$ cat config.mk
export PLATFORM = sky130hd
export DESIGN_NAME = psc_regs_flat
export DESIGN_NICKNAME = d
export VERILOG_FILES = /design/src/sv/psc_pkg.sv /design/src/sv/psc_cfg_if.sv /design/src/sv/psc_regs.sv /design/src/flat_wrapper.sv
export SDC_FILE = /design/constraint.sdc
export NUM_CORES = 1
export LEC_CHECK = 0
export BUFFER_PORTS_ARGS = -buffer_cell sky130_fd_sc_hd__clkbuf_2
export CELL_PAD_IN_SITES_DETAIL_PLACEMENT = 0
export CELL_PAD_IN_SITES_GLOBAL_PLACEMENT = 1
export CORE_ASPECT_RATIO = 0.8
export CORE_MARGIN = 8
export CORE_UTILIZATION = 43
export DETAILED_ROUTE_END_ITERATION = 8
export PLACE_DENSITY_LB_ADDON = 0.1
export SETUP_SLACK_MARGIN = 0.02
export SYNTH_ARGS = -nofsm -noshare
export SYNTH_HDL_FRONTEND = slang
export SYNTH_SLANG_ARGS = --single-unit
$ cat constraint.sdc
create_clock -name clk_i -period 1.2 [get_ports clk_i]
set_input_delay 0.18 -clock clk_i [delete_from_list [all_inputs] [get_ports clk_i]]
set_output_delay 0.18 -clock clk_i [all_outputs]
set_load 0.01 [all_outputs]
$ cat src/sv/psc_pkg.sv
package psc_pkg;

  // field widths
  localparam int unsigned RAW_W   = 24;
  localparam int unsigned COEF_W  = 16;
  localparam int unsigned IDX_W   = 4;
  localparam int unsigned OUT_W   = 32;

  // configuration register indexes
  localparam logic [IDX_W-1:0] REG_PRESENT   = 4'd0;
  localparam logic [IDX_W-1:0] REG_WORD_ZERO = 4'd1;
  localparam logic [IDX_W-1:0] REG_SENS      = 4'd2;
  localparam logic [IDX_W-1:0] REG_OFFSET    = 4'd3;
  localparam logic [IDX_W-1:0] REG_SENS_TC   = 4'd4;
  localparam logic [IDX_W-1:0] REG_OFFSET_TC = 4'd5;
  localparam logic [IDX_W-1:0] REG_TREF      = 4'd6;
  localparam logic [IDX_W-1:0] REG_TEMPSENS  = 4'd7;

  // internal widths, sized for the worst case of raw and calibration values
  localparam int unsigned DT_W   = RAW_W + 1;          // d2 - c5 * 256
  localparam int unsigned PDT_W  = DT_W + COEF_W + 1;  // dt times one coefficient
  localparam int unsigned DD_W   = 2 * DT_W;           // dt squared
  localparam int unsigned TEMP_W = 20;
  localparam int unsigned T2_W   = 18;
  localparam int unsigned WIDE_W = 40;                 // off, sens and their corrections
  localparam int unsigned SPLIT  = 20;                 // low part of sens in the d1 product
  localparam int unsigned PLO_W  = RAW_W + SPLIT;
  localparam int unsigned PHI_W  = RAW_W + 1 + WIDE_W - SPLIT;
  localparam int unsigned PROD_W = 64;
  localparam int unsigned X_W    = 45;

  // scale factors as shift counts
  localparam int unsigned TREF_SH     = 8;
  localparam int unsigned DIV_TEMP_SH = 23;
  localparam int unsigned OFF_SH      = 16;
  localparam int unsigned DIV_OFF_SH  = 7;
  localparam int unsigned SENS_SH     = 15;
  localparam int unsigned DIV_SENS_SH = 8;
  localparam int unsigned T2_SH       = 33;
  localparam int unsigned DIV_P1_SH   = 21;
  localparam int unsigned DIV_P2_SH   = 13;

  // temperature thresholds in 0.01 C
  localparam int TEMP_REF      = 2000;
  localparam int TEMP_VERY_LOW = -1500;
  localparam int VLOW_LIMIT    = TEMP_VERY_LOW - TEMP_REF;
  localparam int VC_BIAS       = TEMP_REF - TEMP_VERY_LOW;

  localparam int unsigned NUM_STAGES = 10;

  typedef struct packed {
    logic              not_present;
    logic [COEF_W-1:0] c1;
    logic [COEF_W-1:0] c2;
    logic [COEF_W-1:0] c3;
    logic [COEF_W-1:0] c4;
    logic [COEF_W-1:0] c5;
    logic [COEF_W-1:0] c6;
  } coef_t;

  // signed division by 2^sh, truncating toward zero
  function automatic logic signed [63:0] sdiv_pow2(input logic signed [63:0] x,
                                                   input int unsigned sh);
    logic signed [63:0] bias;
    bias = x[63] ? ((64'sd1 <<< sh) - 64'sd1) : 64'sd0;
    return (x + bias) >>> sh;
  endfunction

  function automatic logic signed [OUT_W-1:0] sat32(input logic signed [63:0] x);
    if (x > 64'sd2147483647) begin
      return 32'sh7FFFFFFF;
    end else if (x < -64'sd2147483648) begin
      return 32'sh80000000;
    end
    return x[OUT_W-1:0];
  endfunction

endpackage

$ cat src/sv/psc_cfg_if.sv
interface psc_cfg_if import psc_pkg::*; ();
  logic              valid;
  logic              ready;
  logic [IDX_W-1:0]  index;
  logic [COEF_W-1:0] data;

  modport source (output valid, output index, output data, input ready);
  modport sink   (input valid, input index, input data, output ready);
endinterface

$ cat src/sv/psc_regs.sv
module psc_regs import psc_pkg::*; (
  input  logic  clk_i,
  input  logic  rst_ni,
  psc_cfg_if.sink cfg_i,
  output coef_t coef_o
);

  logic              present_q;
  logic [COEF_W-1:0] word0_q;
  logic [COEF_W-1:0] c1_q, c2_q, c3_q, c4_q, c5_q, c6_q;

  assign cfg_i.ready = 1'b1;

  always_ff @(posedge clk_i or negedge rst_ni) begin
    if (!rst_ni) begin
      present_q <= 1'b0;
      word0_q   <= '0;
      c1_q      <= '0;
      c2_q      <= '0;
      c3_q      <= '0;
      c4_q      <= '0;
      c5_q      <= '0;
      c6_q      <= '0;
    end else if (cfg_i.valid) begin
      case (cfg_i.index)
        REG_PRESENT:   present_q <= cfg_i.data[0];
        REG_WORD_ZERO: word0_q   <= cfg_i.data;
        REG_SENS:      c1_q      <= cfg_i.data;
        REG_OFFSET:    c2_q      <= cfg_i.data;
        REG_SENS_TC:   c3_q      <= cfg_i.data;
        REG_OFFSET_TC: c4_q      <= cfg_i.data;
        REG_TREF:      c5_q      <= cfg_i.data;
        REG_TEMPSENS:  c6_q      <= cfg_i.data;
        default: ;  // writes beyond the register list are dropped
      endcase
    end
  end

  // missing sensor or blank calibration words
  assign coef_o.not_present = !present_q || (word0_q == '0) || (c1_q == '0) || (c2_q == '0);
  assign coef_o.c1 = c1_q;
  assign coef_o.c2 = c2_q;
  assign coef_o.c3 = c3_q;
  assign coef_o.c4 = c4_q;
  assign coef_o.c5 = c5_q;
  assign coef_o.c6 = c6_q;

endmodule

$ cat src/flat_wrapper.sv
// flat-port wrapper written by rule: the top's interface ports become plain ports
module psc_regs_flat import psc_pkg::*;
  (clk_i, rst_ni, coef_o, cfg_i_valid, cfg_i_index, cfg_i_data, cfg_i_ready);
  psc_cfg_if cfg_i_i ();
  input  logic clk_i;
  input  logic rst_ni;
  output coef_t coef_o;
  input wire logic [$bits(cfg_i_i.valid)-1:0] cfg_i_valid;
  input wire logic [$bits(cfg_i_i.index)-1:0] cfg_i_index;
  input wire logic [$bits(cfg_i_i.data)-1:0] cfg_i_data;
  output wire logic [$bits(cfg_i_i.ready)-1:0] cfg_i_ready;
  assign cfg_i_i.valid = cfg_i_valid;
  assign cfg_i_i.index = cfg_i_index;
  assign cfg_i_i.data = cfg_i_data;
  assign cfg_i_ready = cfg_i_i.ready;
  psc_regs u_core (.clk_i(clk_i), .rst_ni(rst_ni), .cfg_i(cfg_i_i), .coef_o(coef_o));
endmodule
==> impl_metrics.json <==
{
  "outcome": "finished, violations left",
  "violations": "negative setup slack",
  "placed_cell_area_mm2": 0.00572,
  "numCtsBuffers": 17,
  "drc": 0,
  "layout_setup_ws_ns": -0.538,
  "place.detailed.hpwl_mm": 8.34,
  "hold_class": "input pin to register",
  "final_nets": 472,
  "clk_path_buf_depth": 2,
  "power_mw": 13.4,
  "yosysUniqueCellTypes": 19,
  "clock-sinks": 113,
  "area_growth_pct": 48.7,
  "wl_per_cell_um": 19.9,
  "p_switching_mw": 3.63,
  "port-buffer-count": 119,
  "start_util_pct": 44.0,
  "grt_pass1_vias": 3308,
  "avgSynthCellArea_um2": 16.9,
  "critical_path_required_ns": 1.02,
  "critPathArrivalTime_ns": 1.56,
  "place_inst": 562,
  "ant_nets": 0,
  "root_buffer": "clkbuf_16",
  "io_pins": 121,
  "finalSetupViolations": 29,
  "grt_pass1_wl_mm": 18.7,
  "powerDensity_mw_per_mm2": 2000,
  "fin_crit_sh_pct": 145,
  "rows": 33,
  "power.share.clock_pct": 33.0,
  "antenna_found_initial": 0,
  "finalHoldViolCount": 0,
  "netlist_area_mm2": 0.00451,
  "maxSlewViolCount": 0,
  "rsz0062_at_grt": "yes",
  "die_h_um": 108,
  "fin_area_mm2": 0.00670,
  "synth_warnings": 0,
  "fin_setup_tns_ns": -1.01,
  "leakage_nw": 3.25,
  "ys_seq_area_share_pct": 62.8,
  "startpoint_type": "register",
  "layout_min_cycle_time_ns": 1.74,
  "track_usage_pct": 17.9,
  "syn_nets": 290,
  "vias": 2961,
  "drive_gt1_share_pct": 72.0,
  "worstSetupPathType": "register to output port",
  "worstPathMaxFanout": 2,
  "first_pass_iters": 7,
  "synth_top_cell_by_area": "dfrtp_1",
  "p_int_mw": 9.78,
  "drt_iter0_markers": 177,
  "fmax_ghz": 0.575,
  "hold_slack_ns": 0.137,
  "core_mm2": 0.0102,
  "grt_max_degree": 49,
  "vias_per_cell": 4.94,
  "cts_tree": "built",
  "drv_cap": 0,
  "switching_share_pct": 27.1,
  "gp_congestion": 0.761,
  "syn_inst": 267,
  "cp-end-kind": "output port",
  "fin_util_pct": 65.4,
  "seq_power_share_pct": 39.6,
  "power_frac_comb_pct": 27.3,
  "peakVddDrop_uv": 1270,
  "clock_latency_ns": 0.39,
  "finalNonFillerCells": 600,
  "finClkSkew_ns": 0,
  "h-tree-depth": 4,
  "antenna_cells": 0,
  "die_x_um": 130,
  "grt-ovfl-total": 0,
  "synth_top_area_share_pct": 62.8,
  "dieArea_mm2": 0.0140,
  "cts.reportedPaths.clkPinSlew_ns": 0.05,
  "ys_ff_latch": 113,
  "pre_cts_ws_ns": -0.247,
  "synthTopCellsByArea": "dfrtp_1 (63%), mux2_2 (25%), mux2_4 (3.3%)",
  "routed_wirelength_mm": 12.0
}
[cell type report]
class | instances | area (um^2)
fill | 777 | 3540
sequential | 113 | 2830
multi-input combinational | 142 | 1710
timing repair buffer | 175 | 1470
clock buffer | 22 | 454
tap | 140 | 175
clock inverter | 8 | 65.1
[flip-flops by register name (all words and copies together), names as in the netlist]
signal            cells
u_core.c4_q          16
u_core.word0_q       16
u_core.c3_q          16
u_core.c5_q          16
u_core.c6_q          16
u_core.present_q      1
u_core.c1_q          16
u_core.c2_q          16
[layer usage]
metal / up-vias / track usage [%] / wire length [um] / part of all wire [%]
li1: 1336 / - / - / -
met1: 1523 / 23.1 / 5390 / 45
met2: 92 / 26.9 / 5490 / 46
met3: 10 / 6.98 / 953 / 8.0
met4: 0 / 6.13 / 129 / 1.1
met5: - / 0 / 0 / 0
[critical path, cell delays in order, from the launching register on]
cell and delay (ns):
dfrtp_1 0.41, nor4_4 0.32, nand4_1 0.17, nand4_1 0.12
buf_2 0.14
[Yosys cell counts]
cell / instances
mux2_2: 102
buf_2: 1
buf_12: 1
nor4_1: 12
nand4_1: 4
nand3b_4: 3
buf_6: 6
nand2b_1: 1
nor2_2: 1
mux2_1: 1
mux2_4: 10
conb_1: 1
clkbuf_2: 2
nor3b_4: 3
nor2_1: 1
buf_4: 2
nand2_1: 2
and3_1: 1
dfrtp_1: 113
[power by group through the flow]
stage | Combinational, mW | Clock [mW] | Sequential [mW]
CTS | 3.43 | 4.53 | 5.27
global route | 3.93 | 4.73 | 5.42
global placement | 3.00 | 0 | 5.21
floorplan | 1.03 | 0 | 5.58
finish | 3.67 | 4.43 | 5.31
detailed placement | 3.05 | 0 | 5.25
[cells in the final DEF, fill, tap and decap left out, drive strengths merged, types with 2 or more instances in the layout]
cell type,count
buf,83
clkbuf,113
clkinv,7
dfrtp,113
mux2,113
nand2,2
nand3b,3
nand4,4
nor2,2
nor3b,3
nor4,12
[what timing repair did]
item,CTS,global route
endpoints found under the hold margin,113,0
hold buffers,1,0
setup buffers,12,12
gates resized for setup,48,54
pin swaps,6,1
endpoints found under the setup margin,32,33
[path summary, 6_finish.rpt]
path | start | to | slack (ns) | cells after the start
max | u_core.c1_q[1]$_DFFE_PN0P_ | coef_o[96] | -0.54 | 4
min | cfg_i_data[8] | u_core.c5_q[8]$_DFFE_PN0P_ | 0.14 | 2
max reg2reg | u_core.c1_q[10]$_DFFE_PN0P_ | u_core.c1_q[10]$_DFFE_PN0P_ | 0.04 | 4
min reg2reg | u_core.c6_q[6]$_DFFE_PN0P_ | u_core.c6_q[6]$_DFFE_PN0P_ | 0.50 | 1
max in group asynchronous | rst_ni | u_core.c2_q[2]$_DFFE_PN0P_ | 0.58 | 3
min in group asynchronous | rst_ni | u_core.c4_q[0]$_DFFE_PN0P_ | 0.15 | 2
[kinds of logic after synthesis]
group | Yosys count | synth area share, %
AND/OR/NAND/NOR | 28 | 5.47
multiplexers | 113 | 29.1
other | 1 | 0.0832
buffers and inverters | 12 | 2.61
flip-flops | 113 | 62.8
No activity file was read; power rests on OpenSTA's default activity.
